--- config.mk ---
export PLATFORM = sky130hd
export DESIGN_NAME = sem_out_fifo
export DESIGN_NICKNAME = d
export VERILOG_FILES = /design/src/design/sem_pkg.sv /design/src/design/sem_out_fifo.sv
export SDC_FILE = /design/constraint.sdc
export NUM_CORES = 1
export LEC_CHECK = 0
export BUFFER_PORTS_ARGS = -buffer_cell sky130_fd_sc_hd__buf_4
export CAP_MARGIN = 5
export CORE_MARGIN = 2
export CORE_UTILIZATION = 64
export CTS_CLUSTER_DIAMETER = 40
export DETAILED_ROUTE_END_ITERATION = 12
export GPL_ROUTABILITY_DRIVEN = 0
export GPL_TIMING_DRIVEN = 1
export HOLD_SLACK_MARGIN = 0.1
export PLACE_DENSITY = 0.92
export SETUP_SLACK_MARGIN = 0.05
export SYNTH_ARGS = -nofsm -noshare
export SYNTH_HDL_FRONTEND = slang
export SYNTH_SLANG_ARGS = --single-unit
--- constraint.sdc ---
create_clock -name i_clk -period 4.35 [get_ports i_clk]
set_input_delay 0.6525 -clock i_clk [delete_from_list [all_inputs] [get_ports i_clk]]
set_output_delay 0.6525 -clock i_clk [all_outputs]
set_load 0.05 [all_outputs]
--- src/design/sem_pkg.sv ---
// ---------------------------------------------------------------------------
// sem_pkg
// Shared types and constants of the 3x3 Sobel edge magnitude unit.
// ---------------------------------------------------------------------------
package sem_pkg;

    localparam int PIX_W          = 8;
    localparam int CFG_W          = 11;
    localparam int CFG_IDX_W      = 1;
    localparam int MAX_WIDTH_DEF  = 1024;
    localparam int MAX_HEIGHT_DEF = 1024;
    localparam int FIFO_DEPTH     = 8;
    localparam int EDGE_MAX       = 255;

    typedef logic [PIX_W-1:0] t_pix;

    // window[row][col], row 0 is the oldest line, col 0 the leftmost column
    typedef logic [2:0][2:0][PIX_W-1:0] t_window;

    typedef enum logic [CFG_IDX_W-1:0] {
        REG_FRAME_WIDTH  = 1'b0,
        REG_FRAME_HEIGHT = 1'b1
    } t_reg_idx;

    typedef enum logic {
        REQ_PIXEL = 1'b0,
        REQ_FLUSH = 1'b1
    } t_req;

    typedef struct packed {
        logic valid;
        logic last;
    } t_kern_ctl;

    typedef struct packed {
        logic [PIX_W-1:0] edge_value;
        logic             last_of_frame;
    } t_result;

endpackage

--- src/design/sem_out_fifo.sv ---
// ---------------------------------------------------------------------------
// sem_out_fifo
// Result queue between the kernel and the output stream.
// ---------------------------------------------------------------------------
module sem_out_fifo
    import sem_pkg::*;
#(
    parameter int DEPTH = FIFO_DEPTH
) (
    input  logic    i_clk,
    input  logic    i_rst_n,
    input  logic    i_push,
    input  t_result i_data,
    input  logic    i_ready,
    output logic    o_valid,
    output t_result o_data
);

    localparam int PW = $clog2(DEPTH);
    localparam int NW = $clog2(DEPTH + 1);

    t_result         r_mem [DEPTH];
    logic [PW-1:0]   r_wr_ptr, r_rd_ptr;
    logic [NW-1:0]   r_count;
    logic            pop;

    assign o_valid = (r_count != '0);
    assign o_data  = r_mem[r_rd_ptr];
    assign pop     = o_valid && i_ready;

    always_ff @(posedge i_clk) begin
        if (!i_rst_n) begin
            r_wr_ptr <= '0;
            r_rd_ptr <= '0;
            r_count  <= '0;
        end else begin
            if (i_push) begin
                r_wr_ptr <= r_wr_ptr + 1'b1;
            end
            if (pop) begin
                r_rd_ptr <= r_rd_ptr + 1'b1;
            end
            r_count <= r_count + NW'(i_push) - NW'(pop);
        end
    end

    always_ff @(posedge i_clk) begin
        if (i_push) begin
            r_mem[r_wr_ptr] <= i_data;
        end
    end

    a_no_overflow: assert property (@(posedge i_clk) disable iff (!i_rst_n)
        i_push |-> (r_count < NW'(DEPTH)) || pop)
        else $error("result queue overflow");

endmodule

Word level (Yosys, flattened, before mapping)
Memories as Yosys holds them, arrays and structs flattened. A register that Yosys moved wholly into a read port is not among the register bits. Cells that the tools add are included.

Flip-flop bits (word level): 10. Memory bits (writable): 72. Output and inout bits: 10. Logic and storage cells: 14. Memories: 1.

Memories: r_mem (words 8, width 9, rd ports 1, clocked after memory_dff 1, write ports 1, line sem_out_fifo.sv:22) `t_result r_mem [DEPTH];`.

$add $sub $neg: 4. Mux-type cells: 4. Reductions and logical operators: 2.

Operators with widths (count): 3-bit by 1-bit adder with 3-bit output (second input constant) (2); 3-bit two-way mux (2); 4-bit by 1-bit adder with 4-bit output (1); 4-bit nonzero test (1); 4-bit by 1-bit subtractor with 4-bit output (1); 1-bit two-way mux (2); 1-bit logical AND (1).

Longest topological paths before layout
Depth in word-level cells: 4. Depth in mapped cells: 10. Mapped depth without buffers: 10.

Worst setup path before layout
OpenSTA, ideal clock, no wires.

Path kind: flip-flop to flip-flop. Start point: reg r_count[2]. End point: reg r_count[3]. Setup time: 0.072 ns. Data arrival time: 2.214 ns. Data required time: 4.278 ns. Setup slack: 2.065 ns. Cell stages (with the launch flop): 10. Buffers on the path: 0. Period minus slack after synthesis: 2.285 ns. Path through: dfxtp_1 -> inv_1 -> ha_1 -> or3b_2 -> nand2_1 -> or2_2 -> ha_1 -> a21o_1 -> a21oi_1 -> mux2i_1.

Longest elaborated chain between the ends: 3.

RTL lines: start, declared (line sem_out_fifo.sv:24) `logic [NW-1:0] r_count;`; start signal, assigned (line sem_out_fifo.sv:43) `r_count <= r_count + NW'(i_push) - NW'(pop);`; 4-bit nonzero test (line sem_out_fifo.sv:27) `assign o_valid = (r_count != '0);`; via o_valid (line sem_out_fifo.sv:15) `output logic o_valid,`; 1-bit logical AND (line sem_out_fifo.sv:29) `assign pop = o_valid && i_ready;`; 4-bit by 1-bit subtractor with 4-bit output (line sem_out_fifo.sv:43).

The timed path passes the listed nets, and every way through them passes these cells. A chain may end at the register's enable or synchronous reset.

==> results.py <==
metrics = {
    "outcome": {
        "status": "complete, no violations",
    },
    "run": {
        "max_cap_violations": 0,
    },
    "clocking": {
        "numClockSinks": 85,
        "cts_resized": 0,
        "htree_levels": 3,
        "cts-root-buf": "clkbuf_8",
        "clock_latency_ps": 340,
        "clk_pin_slew_ps": 80,
        "numCtsBuffers": 9,
        "cts_hold_buf": 0,
        "clockBufferDepth": 2,
        "cts_tree": "done",
        "postCtsSetupRepairBufs": 0,
    },
    "drt": {
        "viasPerCell": 5.914,
        "totalWireLength_um": 5506,
        "drtAntennaViolNets": 0,
        "dr.first_iter.drc_count": 178,
        "drc": 0,
        "first_pass_iters": 4,
        "wl_per_cell_um": 19.73,
        "vias": 1650,
    },
    "yosys": {
        "synth_area_sq_um": 3448,
        "yosysTopAreaCell": "edfxtp_1",
        "syn_inst": 176,
        "ys_top_cells_by_area": "edfxtp_1, mux4_1, dfxtp_1",
        "yosysWarnings": 0,
        "ys_seq_area_frac": 0.7025,
        "syn_nets": 196,
        "ys_seq_elements": 85,
        "synth_top_area_share": 0.6270,
        "synthDistinctLibCells": 26,
        "syn_area_per_cell_sq_um": 19.59,
    },
    "sta": {
        "setup_tns_ps": 0,
        "rsz0062_at_grt": "false",
        "skew_ps": 7.111,
        "period_needed_ps": 3121,
        "fin_crit_sh": 0.7174,
        "finalSetupViolations": 0,
        "slew_viol_final": 0,
        "max_freq_mhz": 320.4,
        "hold_violations": 0,
        "tightest_slew_ps": 1046,
        "maxSlewHeadroom": 0.3003,
    },
    "layout": {
        "drive_gt1_frac": 0.2440,
        "final_util": 0.7578,
        "fin_cells": 279,
        "insertedDiodeCount": 0,
        "final_nets": 224,
        "area_growth_pct": 12.95,
    },
    "floorplanning": {
        "die_w_um": 77.40,
        "rows": 26,
        "die_h_um": 77.40,
        "start_util": 0.6709,
        "num_io_pins": 23,
        "core_area_sq_um": 5140,
        "die_area_sq_um": 5991,
    },
    "worst_hold_path": {
        "hp-class": "reg2reg",
    },
    "critical_path": {
        "critPathBufInv": 1,
        "slowest_stage": "dfxtp_1",
        "cp_max_fo": 18,
        "cpPeakStageDelay_ps": 980,
        "crit_arrival_ps": 2470,
        "cp-end-kind": "primary output",
        "crit_chain": "mux4_1, mux2_2, buf_4",
        "crit_family": "flip-flops",
        "crit_type": "reg2out",
        "startpoint_type": "flip-flop",
        "crit_required_ps": 3700,
    },
    "pwr": {
        "p_per_area_nw_per_um2": 522.5,
        "leakagePower_nw": 1.386,
        "power_mw": 2.035,
        "peakVddDrop_mv": 0.3931,
    },
    "global_route": {
        "grt_pass1_wl_um": 8818,
        "antenna_found_initial": 0,
        "grt_pass1_vias": 1730,
        "grt_overflow": 0,
        "grt.total_usage": 0.2064,
        "grt_max_degree": 19,
    },
    "place": {
        "port-buffer-count": 22,
        "dp_cells": 263,
        "dp_hpwl_um": 3489,
    },
}
logic make-up after synthesis:
group,after synthesis,synth area share
XOR/XNOR,3,0.007621
adder cells (fa/ha/maj),7,0.02758
flip-flops,85,0.7025
AND/OR/NAND/NOR,33,0.04790
buffers and inverters,10,0.01814
multiplexers,36,0.1927
AO/OA/AOI/OAI,2,0.003628
metal layers:
| layer | global-route usage | share of wire | vias to the layer above |
|---|---|---|---|
| met2 | 0.3374 | 0.53 | 61 |
| met4 | 0.09286 | 0.013 | 0 |
| met5 | 0 | 0 | - |
| li1 | - | - | 759 |
| met1 | 0.2642 | 0.40 | 820 |
| met3 | 0.05349 | 0.060 | 10 |
area by class of cell:
class / instances / area (sq um)
clock inverters: 2 / 36.28
multi-input cells: 81 / 968.4
flip-flops and latches: 85 / 2422
clock buffers: 14 / 192.7
inverters: 4 / 15.01
fillers: 295 / 1245
well taps: 70 / 87.58
repair buffers: 23 / 172.7
cells in the final DEF (no fill, tap or decap), types with 2 or more instances in the layout:
master,instances
mux2_2,9
dfxtp_1,13
mux4_1,18
inv_1,4
buf_4,23
nor2b_1,2
ha_1,6
nand2b_1,6
mux2i_1,9
xnor2_1,2
clkbuf_8,14
nand2_1,9
and2_1,4
nor2_1,7
edfxtp_1,72
path summary, 6_finish.rpt:
check        depth (start not counted)  slack, ps          end         from
min                                  2        510  r_rd_ptr[2]  r_rd_ptr[2]
min reg2reg                          2        510  r_rd_ptr[2]  r_rd_ptr[2]
max                                  3       1230    o_data[5]    flip-flop
max reg2reg                          9       2080   r_count[1]   r_count[2]
report_power, final:
part	switching (mW)	internal, mW	total (mW)
Clock	0.254	0.344	0.598
Sequential	0.0525	0.928	0.980
Combinational	0.252	0.205	0.457
Total	0.558	1.48	2.04
cell usage after synthesis (all sizes together):
cell type,n
dfxtp,13
nor2,7
xnor2,2
mux2i,9
mux4,18
inv,4
a21oi,1
ha,6
or2,1
a21o,1
nand2,9
nor3,2
nand2b,6
fa,1
nor2b,2
or3b,1
edfxtp,72
and2,4
clkbuf,2
mux2,9
buf,4
xor2,1
nand3,1
state kept, by name, indices dropped and copies added (netlist names), named ones only:
| name | count |
|---|---|
| r_mem | 72 |
| r_rd_ptr | 3 |
| r_wr_ptr | 3 |
| r_count | 4 |
through the flow:
stage | worst slack [ps] | hold WS (ps) | instance area (sq um)
2_1_floorplan | 2065 | 455.5 | 3448
3_3_place_gp | 1634 | 465.2 | 3666
3_5_place_dp | 1571 | 507.0 | 3666
4_1_cts | 1193 | 522.8 | 3895
5_1_grt | 1118 | 527.6 | 3895
6_report | 1229 | 514.5 | 3895
worst min-delay path: stages, from the launching register on:
cell     delay [ps]
dfxtp_1         320
nand2_1          80
mux2i_1          70
Note: power is estimated with default switching activity, not from simulation.
