<file path="src/design/sem_pkg.sv">
// ---------------------------------------------------------------------------
// sem_pkg
// Shared types and constants of the 3x3 Sobel edge magnitude unit.
// ---------------------------------------------------------------------------
package sem_pkg;

    localparam int PIX_W          = 8;
    localparam int CFG_W          = 11;
    localparam int CFG_IDX_W      = 1;
    localparam int MAX_WIDTH_DEF  = 1024;
    localparam int MAX_HEIGHT_DEF = 1024;
    localparam int FIFO_DEPTH     = 8;
    localparam int EDGE_MAX       = 255;

    typedef logic [PIX_W-1:0] t_pix;

    // window[row][col], row 0 is the oldest line, col 0 the leftmost column
    typedef logic [2:0][2:0][PIX_W-1:0] t_window;

    typedef enum logic [CFG_IDX_W-1:0] {
        REG_FRAME_WIDTH  = 1'b0,
        REG_FRAME_HEIGHT = 1'b1
    } t_reg_idx;

    typedef enum logic {
        REQ_PIXEL = 1'b0,
        REQ_FLUSH = 1'b1
    } t_req;

    typedef struct packed {
        logic valid;
        logic last;
    } t_kern_ctl;

    typedef struct packed {
        logic [PIX_W-1:0] edge_value;
        logic             last_of_frame;
    } t_result;

endpackage

</file>
<file path="src/design/sem_kernel.sv">
// ---------------------------------------------------------------------------
// sem_kernel
// Sobel x/y gradients of a masked 3x3 window, then saturated |gx|+|gy|.
// ---------------------------------------------------------------------------
module sem_kernel
    import sem_pkg::*;
(
    input  logic      i_clk,
    input  logic      i_rst_n,
    input  t_window   i_win,
    input  t_kern_ctl i_ctl,
    output t_kern_ctl o_ctl,
    output t_pix      o_edge
);

    localparam int SUM_W = PIX_W + 2;
    localparam int GRD_W = SUM_W + 1;

    logic [SUM_W-1:0] gx_pos, gx_neg, gy_pos, gy_neg;
    logic signed [GRD_W-1:0] n_gx, n_gy;
    logic signed [GRD_W-1:0] r_gx, r_gy;
    t_kern_ctl r_ctl;
    logic [SUM_W-1:0] abs_gx, abs_gy;
    logic [GRD_W-1:0] mag;

    always_comb begin
        gx_pos = SUM_W'(i_win[0][2]) + SUM_W'({i_win[1][2], 1'b0}) + SUM_W'(i_win[2][2]);
        gx_neg = SUM_W'(i_win[0][0]) + SUM_W'({i_win[1][0], 1'b0}) + SUM_W'(i_win[2][0]);
        gy_pos = SUM_W'(i_win[0][0]) + SUM_W'({i_win[0][1], 1'b0}) + SUM_W'(i_win[0][2]);
        gy_neg = SUM_W'(i_win[2][0]) + SUM_W'({i_win[2][1], 1'b0}) + SUM_W'(i_win[2][2]);
        n_gx   = $signed({1'b0, gx_pos}) - $signed({1'b0, gx_neg});
        n_gy   = $signed({1'b0, gy_pos}) - $signed({1'b0, gy_neg});
    end

    always_ff @(posedge i_clk) begin
        if (!i_rst_n) begin
            r_ctl <= '0;
        end else begin
            r_ctl <= i_ctl;
        end
    end

    always_ff @(posedge i_clk) begin
        r_gx <= n_gx;
        r_gy <= n_gy;
    end

    always_comb begin
        abs_gx = r_gx[GRD_W-1] ? SUM_W'(-r_gx) : SUM_W'(r_gx);
        abs_gy = r_gy[GRD_W-1] ? SUM_W'(-r_gy) : SUM_W'(r_gy);
        mag    = GRD_W'(abs_gx) + GRD_W'(abs_gy);
        o_edge = (mag > GRD_W'(EDGE_MAX)) ? PIX_W'(EDGE_MAX) : mag[PIX_W-1:0];
    end

    assign o_ctl = r_ctl;

endmodule

</file>
<file path="config.mk">
export PLATFORM = sky130hd
export DESIGN_NAME = sem_kernel
export DESIGN_NICKNAME = d
export VERILOG_FILES = /design/src/design/sem_pkg.sv /design/src/design/sem_kernel.sv
export SDC_FILE = /design/constraint.sdc
export NUM_CORES = 1
export LEC_CHECK = 0
export ABC_CLOCK_PERIOD_IN_PS = 4400
export BUFFER_PORTS_ARGS = -buffer_cell sky130_fd_sc_hd__buf_2
export CAP_MARGIN = 0
export CORE_ASPECT_RATIO = 0.6
export CORE_MARGIN = 8
export CORE_UTILIZATION = 40
export CTS_CLUSTER_SIZE = 20
export DETAILED_ROUTE_END_ITERATION = 8
export PLACE_DENSITY = 0.66
export SYNTH_ARGS = -nofsm -noshare
export SYNTH_HDL_FRONTEND = slang
export SYNTH_SLANG_ARGS = --single-unit
export TNS_END_PERCENT = 20
</file>
<file path="constraint.sdc">
create_clock -name i_clk -period 4.4 [get_ports i_clk]
set_input_delay 0.88 -clock i_clk [delete_from_list [all_inputs] [get_ports i_clk]]
set_output_delay 0.88 -clock i_clk [all_outputs]
set_load 0.01 [all_outputs]
</file>
* After elaboration in Yosys (flattened, before gate mapping)
Index checks and enable logic that the tools add are counted.
** Word-level totals
- Output and inout bits :: 10
- Bits in registers :: 24
- Bits of input ports :: 76
** Cells by class
- $add $sub $neg :: 13
- $lt $le $gt $ge :: 1
- Multiplexer cells :: 3
** Operators by type and width (number)
- adder 10 x 8 -> 10 bit :: 4
- adder 8 x 9 -> 10 bit :: 4
- subtractor 10 x 10 -> 11 bit :: 2
- two-way mux 10 bit :: 2
- negator 10 bit :: 2
- adder 10 x 10 -> 11 bit :: 1
- > comparator 11 x 8 -> 1 bit, second input constant :: 1
- two-way mux 8 bit :: 1

* Logic depth before layout (Yosys ltp)
Gate-level depths: netlist of the first run.
- Depth in word-level cells :: 5
- Mapped depth :: 13

* Worst setup path after synthesis of the first run
No wires, ideal clock.
- Kind :: input port to flip-flop
- Start point :: in i_win[57] in the netlist's numbering
- End point :: reg r_gy[8]
- Required time :: 4281 ps
- Data arrival time :: 3589 ps
- Stages on the path :: 10
- Setup time :: 119 ps
- Slack :: 692 ps
- Path buffers :: 0
- Path through :: inv_1 > fa_1 > fa_1 > fa_1 > ha_1 > a21o_1 > a21oi_1 > o21ai_0 > a31o_2 > xor2_1
** Between the ends
- Longest elaborated chain between the ends :: 3
** RTL lines
- start, declared :: line sem_kernel.sv:10 : input t_window i_win,
- adder 8 x 9 -> 10 bit :: line sem_kernel.sv:30 : gy_neg = SUM_W'(i_win[2][0]) + SUM_W'({i_win[2][1], 1'b0}) + SUM_W'(i_win[2][2]);
- adder 10 x 8 -> 10 bit :: line sem_kernel.sv:30
- subtractor 10 x 10 -> 11 bit :: line sem_kernel.sv:32 : n_gy = $signed({1'b0, gy_pos}) - $signed({1'b0, gy_neg});
- net n_gy[8] :: line sem_kernel.sv:20 : logic signed [GRD_W-1:0] n_gx, n_gy;
- end signal, assigned :: line sem_kernel.sv:45 : r_gy <= n_gy;
- end, declared :: line sem_kernel.sv:21 : logic signed [GRD_W-1:0] r_gx, r_gy;
The timed path passes the listed nets, and every way through them passes these cells.
A chain may end at the register's enable or synchronous reset.

* Final worst setup path of the first run
- Start point :: reg r_gx[1]
- End point :: out o_edge[1]
** Between the ends
- Longest elaborated chain between the ends :: 5
** RTL lines
- start, declared :: line sem_kernel.sv:21
- start signal, assigned :: line sem_kernel.sv:44 : r_gx <= n_gx;
- negator 10 bit :: line sem_kernel.sv:49 : abs_gx = r_gx[GRD_W-1] ? SUM_W'(-r_gx) : SUM_W'(r_gx);
- two-way mux 10 bit * :: line sem_kernel.sv:49
- adder 10 x 10 -> 11 bit * :: line sem_kernel.sv:51 : mag = GRD_W'(abs_gx) + GRD_W'(abs_gy);
- > comparator 11 x 8 -> 1 bit :: line sem_kernel.sv:52 : o_edge = (mag > GRD_W'(EDGE_MAX)) ? PIX_W'(EDGE_MAX) : mag[PIX_W-1:0];
- two-way mux 8 bit * :: line sem_kernel.sv:52
- end, declared :: line sem_kernel.sv:13 : output t_pix o_edge
Mark *: on every way between the ends. The rest lies on a longest branch, timed or not.

==> reports/metrics.json, run 1 <==
{
  "run_status": {
    "run_status": "finished, final reports clean"
  },
  "finish": {
    "post_layout_instance_area_sq_mm": 0.00405,
    "final_cell_mix": "77 x sky130_fd_sc_hd__buf_2, 63 x sky130_fd_sc_hd__fa_1, 60 x sky130_fd_sc_hd__inv_1, 36 x sky130_fd_sc_hd__ha_1, 29 x sky130_fd_sc_hd__xnor2_1",
    "layout_commonest_cell": "sky130_fd_sc_hd__buf_2",
    "diodes": 0,
    "flow.area_growth_from_synthesis_pct": 18.4,
    "total_nets_final": 589,
    "drive_gt1_frac": 0.213
  },
  "pwr": {
    "worst_ir_drop_vdd_uv": 452,
    "p_leak_nw": 1.96,
    "pwr_density_cell_mw_per_mm2": 876
  },
  "synth": {
    "synth_edf_count": 0,
    "synthDominantCellAreaShare": 0.369,
    "synthesis.instances": 333,
    "synthesis.area_per_instance_sq_um": 10.3,
    "post_synth_main_area_contributors": "sky130_fd_sc_hd__fa_1 37%, sky130_fd_sc_hd__dfxtp_1 14%, sky130_fd_sc_hd__ha_1 13%",
    "postSynthRegisterBits": 24,
    "yosysWarningCount": 0,
    "synth_sequential_area_ratio": 0.140,
    "ys_async_sr_fraction": 0,
    "synth_ff_type": "sky130_fd_sc_hd__dfxtp_1",
    "syn_area_sq_mm": 0.00342,
    "mappedNetlistNets": 508,
    "number_of_library_cell_types_mapped_by_synthesis": 35,
    "yosys.area.top_type": "sky130_fd_sc_hd__fa_1"
  },
  "floorplanning": {
    "die_area_sq_mm": 0.0119,
    "die_x_um": 135,
    "ioPinCount": 86,
    "coreArea_sq_mm": 0.00839,
    "dieHeight_um": 87.6,
    "start_util": 0.408,
    "floorplan.rows": 26
  },
  "clocking": {
    "post_cts_hold_buffer_count": 0,
    "ctsHtreeMaxLevel": 1,
    "cts-root-buf": "sky130_fd_sc_hd__clkbuf_16",
    "clock_transition_at_the_register_clock_pins_on_the_worst_setup_and_hold_paths_after_cts_ns": 0.06,
    "max-clock-path-buffers": 2,
    "tritoncts.num_buffers": 3,
    "clkSinkCount": 24,
    "cts.repair_timing.setup_buffer_count": 0,
    "cts_tree": "built",
    "cts-resized-gates": 0
  },
  "routing": {
    "dr.pass1.iters": 4,
    "wire_per_inst_um": 13.3,
    "vias": 2444,
    "drt-initial-drc-count": 74,
    "total_drc_errors_in_the_routed_layout": 0,
    "detail-route-antenna-nets": 0,
    "avgViaCountPerCell": 4.66,
    "routed_wirelength_mm": 7.01
  },
  "timing": {
    "post_route_setup_tns_ns": 0,
    "setup_viol_count_final": 0,
    "tightest_slew_margin_relative_to_the_limit": 0.695,
    "period_minus_slack_ns": 4.05,
    "finalHoldViolCount": 0,
    "min_period_over_period": 0.921,
    "max_clock_freq_mhz": 247,
    "timing_max_transition_violations_final": 0,
    "tightest_slew_ns": 0.454,
    "rsz0062_at_grt": "false"
  },
  "setup_path": {
    "path_cells": "inv_1 > ha_1 > nand2_1 > or3_1 > nand2_1 > xnor2_1 > ha_1 > a21o_1 > a21o_1 > a2111oi_4 > o211ai_2 > or2_1 > buf_2",
    "cpLargestDelayFamily": "compound AO/OA/AOI/OAI gates",
    "cp.buffers_inverters": 2,
    "criticalPathCategory": "flip-flop to primary output",
    "slowest_stage": "sky130_fd_sc_hd__a2111oi_4",
    "critical_path_peak_fanout": 8,
    "setup.worst_path.start_class": "flip-flop",
    "cp-end-kind": "primary output",
    "critical_path_required_ns": 3.52,
    "worst_path_max_stage_delay_ns": 0.39,
    "worst_setup_path_startpoint": "r_gx[1]",
    "critical_path_arrival_ns": 3.17,
    "worstSetupPathDepth": 13
  },
  "min_path": {
    "worstHoldPathCells": 2,
    "hold_class": "input port to flip-flop",
    "hold_path_startpoint": "i_ctl[1]"
  },
  "global_route": {
    "first_global_vias": 2706,
    "largest_net_degree_at_the_start_of_global_routing": 15,
    "grt_pass1_wl_mm": 12.3,
    "global_route_usage_over_all_layers": 0.125,
    "globalRouteOverflowTotal": 0,
    "grt_antenna_before_repair": 0
  },
  "placed_design": {
    "io_buffers": 77,
    "dp.final_hpwl_mm": 6.54,
    "gp_congestion": 0.802,
    "total_cell_area_at_the_placement_stage_sq_mm": 0.00395
  },
  "run": {
    "max-cap-violations": 0
  }
}
-- worst paths after layout --
check,end,slack [ns]
setup / recovery,o_edge[1],0.35
hold / removal,o_ctl[1],0.83
-- state kept, by name, summed over array words and instances, names as in the netlist --
signal,count
r_gy,11
r_gx,11
o_ctl,2
-- per-stage QoR --
| step | hold WS [ns] | std cells | worst slack, ns | util | total power [mW] |
|---|---|---|---|---|---|
| after floorplan | 1.00 | 333 | 0.692 | - | 2.68 |
| after global placement | 1.09 | 521 | 0.340 | 0.470 | 3.24 |
| after detailed placement | 1.10 | 521 | 0.321 | 0.470 | 3.29 |
| after CTS | 0.836 | 525 | 0.336 | 0.483 | 3.57 |
| after global routing | 0.834 | 525 | 0.129 | 0.483 | 3.96 |
| final | 0.835 | 525 | 0.347 | 0.483 | 3.55 |
-- per-layer routing --
layer / GRT usage / vias to the layer above / share of wire
li1: - / 1235 / -
met1: 0.176 / 1141 / 0.51
met2: 0.191 / 64 / 0.43
met3: 0.0378 / 4 / 0.067
met4: 0.0120 / 0 / 0.0017
met5: 0 / - / 0
-- report_power, final --
group	switching (mW)	total (mW)	internal, mW
Clock	0.0729	0.254	0.181
Sequential	0.106	0.451	0.345
Combinational	1.48	2.84	1.36
Total	1.66	3.55	1.89
-- layout make-up --
cell class / instances / area [sq um]
tap: 112 / 140
timing repair buffer: 78 / 393
inverter: 60 / 225
clock buffer: 3 / 75.1
clock inverter: 1 / 30.0
multi-input combinational: 247 / 2710
sequential: 24 / 480
fill: 805 / 4340
-- synth_stat cells, types with 5 or more instances --
library cell	count
sky130_fd_sc_hd__ha_1	36
sky130_fd_sc_hd__fa_1	63
sky130_fd_sc_hd__o31ai_1	8
sky130_fd_sc_hd__xor2_1	5
sky130_fd_sc_hd__xnor2_1	29
sky130_fd_sc_hd__a21o_1	9
sky130_fd_sc_hd__dfxtp_1	24
sky130_fd_sc_hd__nand2b_1	9
sky130_fd_sc_hd__a21oi_1	7
sky130_fd_sc_hd__nor2_1	10
sky130_fd_sc_hd__nand2_1	16
sky130_fd_sc_hd__inv_1	60
sky130_fd_sc_hd__o21ai_0	13
-- kinds of logic (layout without fill, tap and decap cells) --
| family | count (synthesis) | count (layout) | share of synthesized area |
|---|---|---|---|
| buffers and inverters | 62 | 142 | 0.0680 |
| flip-flops | 24 | 24 | 0.140 |
| AND/OR/NAND/NOR | 55 | 55 | 0.0808 |
| XOR/XNOR | 34 | 34 | 0.0871 |
| AO/OA/AOI/OAI | 59 | 59 | 0.123 |
| adder cells (fa/ha/maj) | 99 | 99 | 0.500 |
Note: power is estimated with default switching activity, not from simulation.
==> run 2: changes to the inputs <==
--- a/config.mk
+++ b/config.mk
@@ -5,6 +5,7 @@
 export SDC_FILE = /design/constraint.sdc
 export NUM_CORES = 1
 export LEC_CHECK = 0
+export ABC_AREA = 1
 export ABC_CLOCK_PERIOD_IN_PS = 4400
 export BUFFER_PORTS_ARGS = -buffer_cell sky130_fd_sc_hd__buf_2
 export CAP_MARGIN = 0
@@ -13,7 +14,7 @@
 export CORE_UTILIZATION = 40
 export CTS_CLUSTER_SIZE = 20
 export DETAILED_ROUTE_END_ITERATION = 8
-export PLACE_DENSITY = 0.66
+export PLACE_DENSITY = 0.65
 export SYNTH_ARGS = -nofsm -noshare
 export SYNTH_HDL_FRONTEND = slang
 export SYNTH_SLANG_ARGS = --single-unit
==> run 2 against run 1 <==
Compared with the run above:
- cell count is 19% higher
- design area grew 5.9%
- global-route usage grew 1.1 points
- count of clock-buffer cells in the layout is the same
- fmax up 5.8%
- flip-flop and latch count unchanged
==> reports/metrics.json, run 2 <==
{
  "clocking": {
    "ctsHtreeMaxLevel": {"value": 1, "change": "unchanged"},
    "tritoncts.num_buffers": {"value": 3, "change": "unchanged"},
    "max-clock-path-buffers": {"value": 2, "change": "unchanged"},
    "cts-resized-gates": {"value": 0, "change": "unchanged"},
    "cts-root-buf": "sky130_fd_sc_hd__clkbuf_16",
    "cts_tree": "built",
    "clkSinkCount": {"value": 24, "change": "unchanged"},
    "cts.repair_timing.setup_buffer_count": {"value": 0, "change": "unchanged"},
    "clock_transition_at_the_register_clock_pins_on_the_worst_setup_and_hold_paths_after_cts": {"value": 0.06, "unit": "ns", "change": "about the same"},
    "post_cts_hold_buffer_count": {"value": 0, "change": "unchanged"}
  },
  "synth": {
    "synth_edf_count": {"value": 0, "change": "unchanged"},
    "synthesized_area_fraction_occupied_by_ao_oa_aoi_and_oai_cells": {"value": 0.0608, "change": "-0.0624"},
    "synth_top_family_by_area": "adder cells",
    "mappedNetlistNets": {"value": 607, "change": "+19%"},
    "synthXorXnorAreaFrac": {"value": 0.0789, "change": "-0.00810"},
    "yosys.area.top_type": "sky130_fd_sc_hd__fa_1",
    "post_synth_fa_ha_maj_area_fraction": {"value": 0.468, "change": "-0.0328"},
    "yosysWarningCount": {"value": 0, "change": "unchanged"},
    "synthesis.instances": {"value": 432, "change": "+30%"},
    "synth_commonest_cells": "99 x sky130_fd_sc_hd__inv_1, 78 x sky130_fd_sc_hd__nand2_1, 63 x sky130_fd_sc_hd__fa_1, 36 x sky130_fd_sc_hd__ha_1",
    "synth_sequential_area_ratio": {"value": 0.131, "change": "-0.00922"},
    "synth_ff_type": "sky130_fd_sc_hd__dfxtp_1",
    "number_of_library_cell_types_mapped_by_synthesis": {"value": 24, "change": "-31%"},
    "synth-simple-area-share": {"value": 0.158, "change": "+0.0771"},
    "synthDominantCellAreaShare": {"value": 0.344, "change": "-0.0242"},
    "multiplexer_area_fraction_after_synthesis": {"value": 0, "change": "unchanged"},
    "synth.most_common_cell": "sky130_fd_sc_hd__inv_1",
    "post_synth_main_area_contributors": "sky130_fd_sc_hd__fa_1 34%, sky130_fd_sc_hd__dfxtp_1 13%, sky130_fd_sc_hd__ha_1 12%",
    "syn_area": {"value": 0.00366, "unit": "sq mm", "change": "+7.0%"},
    "ys_async_sr_fraction": {"value": 0, "change": "unchanged"},
    "synthesis.area_per_instance": {"value": 8.47, "unit": "sq um", "change": "-18%"},
    "postSynthRegisterBits": {"value": 24, "change": "unchanged"}
  },
  "routing": {
    "total_drc_errors_in_the_routed_layout": {"value": 0, "change": "unchanged"},
    "drt-initial-drc-count": {"value": 157, "change": "+110%"},
    "dr.pass1.iters": {"value": 4, "change": "unchanged"},
    "routed_wirelength": {"value": 7.88, "unit": "mm", "change": "+12%"},
    "wire_per_inst": {"value": 12.6, "unit": "um", "change": "-5.9%"},
    "vias": {"value": 2864, "change": "+17%"},
    "avgViaCountPerCell": {"value": 4.57, "change": "-1.9%"},
    "detail-route-antenna-nets": {"value": 0, "change": "unchanged"}
  },
  "setup_path": {
    "critical_path_required": {"value": 4.56, "unit": "ns", "change": "+1.04 ns"},
    "setup.worst_path.start_class": "input port",
    "criticalPathCategory": "input port to flip-flop",
    "critical_path_peak_fanout": {"value": 3, "change": "-5"},
    "cp-end-kind": "flip-flop",
    "critical_path_arrival": {"value": 3.99, "unit": "ns", "change": "+0.82 ns"}
  },
  "timing": {
    "setup_viol_count_final": {"value": 0, "change": "unchanged"},
    "min_period_over_period": {"value": 0.870, "change": "-0.0509"},
    "tightest_slew_margin_relative_to_the_limit": {"value": 0.698, "change": "+0.00353"},
    "tightest_slew": {"value": 0.448, "unit": "ns", "change": "-0.00614 ns"},
    "post_route_setup_tns": {"value": 0, "unit": "ns", "change": "unchanged"},
    "max_clock_freq": {"value": 261, "unit": "MHz", "change": "+5.8%"},
    "period_minus_slack": {"value": 3.83, "unit": "ns", "change": "-0.224 ns"},
    "timing_max_transition_violations_final": {"value": 0, "change": "unchanged"},
    "finalHoldViolCount": {"value": 0, "change": "unchanged"},
    "fin_worst_hold_slack": {"value": 0.800, "unit": "ns", "change": "-0.0344 ns"},
    "rsz0062_at_grt": "false",
    "post-route-worst-setup-slack": {"value": 0.571, "unit": "ns", "change": "+0.224 ns"}
  },
  "finish": {
    "layout_commonest_cell": "sky130_fd_sc_hd__inv_1",
    "drive_gt1_frac": {"value": 0.170, "change": "-0.0428"},
    "final_util": {"value": 0.476, "change": "-0.00719"},
    "total_nets_final": {"value": 687, "change": "+17%"},
    "flow.area_growth_from_synthesis_pct": 17.2,
    "final_cell_mix": "99 x sky130_fd_sc_hd__inv_1, 78 x sky130_fd_sc_hd__nand2_1, 77 x sky130_fd_sc_hd__buf_2, 63 x sky130_fd_sc_hd__fa_1, 36 x sky130_fd_sc_hd__ha_1",
    "diodes": {"value": 0, "change": "unchanged"}
  },
  "floorplanning": {
    "dieHeight": {"value": 90.1, "unit": "um", "change": "+2.8%"},
    "coreArea": {"value": 0.00902, "unit": "sq mm", "change": "+7.5%"},
    "start_util": {"value": 0.406, "change": "-0.00169"},
    "die_area": {"value": 0.0126, "unit": "sq mm", "change": "+6.0%"},
    "ioPinCount": {"value": 86, "change": "unchanged"},
    "die_x": {"value": 140, "unit": "um", "change": "+3.0%"},
    "floorplan.rows": {"value": 27, "change": "+3.8%"}
  },
  "global_route": {
    "largest_net_degree_at_the_start_of_global_routing": {"value": 15, "change": "unchanged"},
    "grt_antenna_before_repair": {"value": 0, "change": "unchanged"},
    "global_route_usage_over_all_layers": {"value": 0.136, "change": "+0.0114"},
    "grt_pass1_wl": {"value": 14.4, "unit": "mm", "change": "+18%"},
    "first_global_vias": {"value": 3165, "change": "+17%"},
    "globalRouteOverflowTotal": {"value": 0, "change": "unchanged"}
  },
  "run_status": {
    "run_status": "finished, final reports clean"
  },
  "min_path": {
    "hold_class": "input port to flip-flop"
  },
  "placed_design": {
    "gp_congestion": {"value": 0.818, "change": "+1.9%"},
    "io_buffers": {"value": 77, "change": "unchanged"},
    "dp.final_hpwl": {"value": 7.30, "unit": "mm", "change": "+12%"},
    "pre_cts_slack": {"value": 0.337, "unit": "ns", "change": "+0.0156 ns"}
  },
  "run": {
    "max-cap-violations": {"value": 0, "change": "unchanged"}
  }
}
## run 2: path summary, 6_finish.rpt
check                     start  endpoint  cells past startpoint
worst max-delay path  i_win[50]   r_gy[9]                     11
worst min-delay path   i_ctl[1]  o_ctl[1]                      3
## run 2: worst max-delay path: stages
cell and delay [ns]:
sky130_fd_sc_hd__buf_2 0.10, sky130_fd_sc_hd__inv_1 0.10, sky130_fd_sc_hd__fa_1 0.46, sky130_fd_sc_hd__fa_1 0.53
sky130_fd_sc_hd__fa_1 0.63, sky130_fd_sc_hd__inv_1 0.08, sky130_fd_sc_hd__fa_1 0.49, sky130_fd_sc_hd__o21ai_0 0.37
sky130_fd_sc_hd__nand4_1 0.17, sky130_fd_sc_hd__nand3_1 0.12, sky130_fd_sc_hd__nand2_1 0.05
## run 2: metrics by stage
stage / area, sq um / instances
after floorplan: 3660 / 432
after global placement: 4180 / 623
after detailed placement: 4180 / 623
after CTS: 4290 / 627
after global routing: 4290 / 627
final: 4290 / 627
## run 2: area by class of cell
cell class,instances,area [sq um]
Fill cell,878,4730
Multi-Input combinational cell,307,2800
Sequential cell,24,480
Timing Repair Buffer,77,385
Inverter,99,372
Tap cell,116,145
Clock buffer,3,75.1
Clock inverter,1,30.0
## run 2: logic make-up after synthesis
kind of cell | Yosys count
AOI/OAI and AO/OA | 39
buffers and inverters | 101
adders and majority gates | 99
xor gates and xnor gates | 33
and+or+nand+nor | 136
DFF | 24
## run 2: routing by layer
| metal | vias to the layer above | wire length [um] | GRT usage |
|---|---|---|---|
| met5 | - | 0 | 0 |
| met4 | 0 | 0 | 0.00817 |
| met3 | 0 | 712 | 0.0422 |
| met2 | 80 | 3200 | 0.203 |
| met1 | 1305 | 3960 | 0.197 |
| li1 | 1479 | - | - |
Power of run 2 is not shown: default switching activity piles up to over one toggle a cycle in this logic, so the estimate is an artifact.
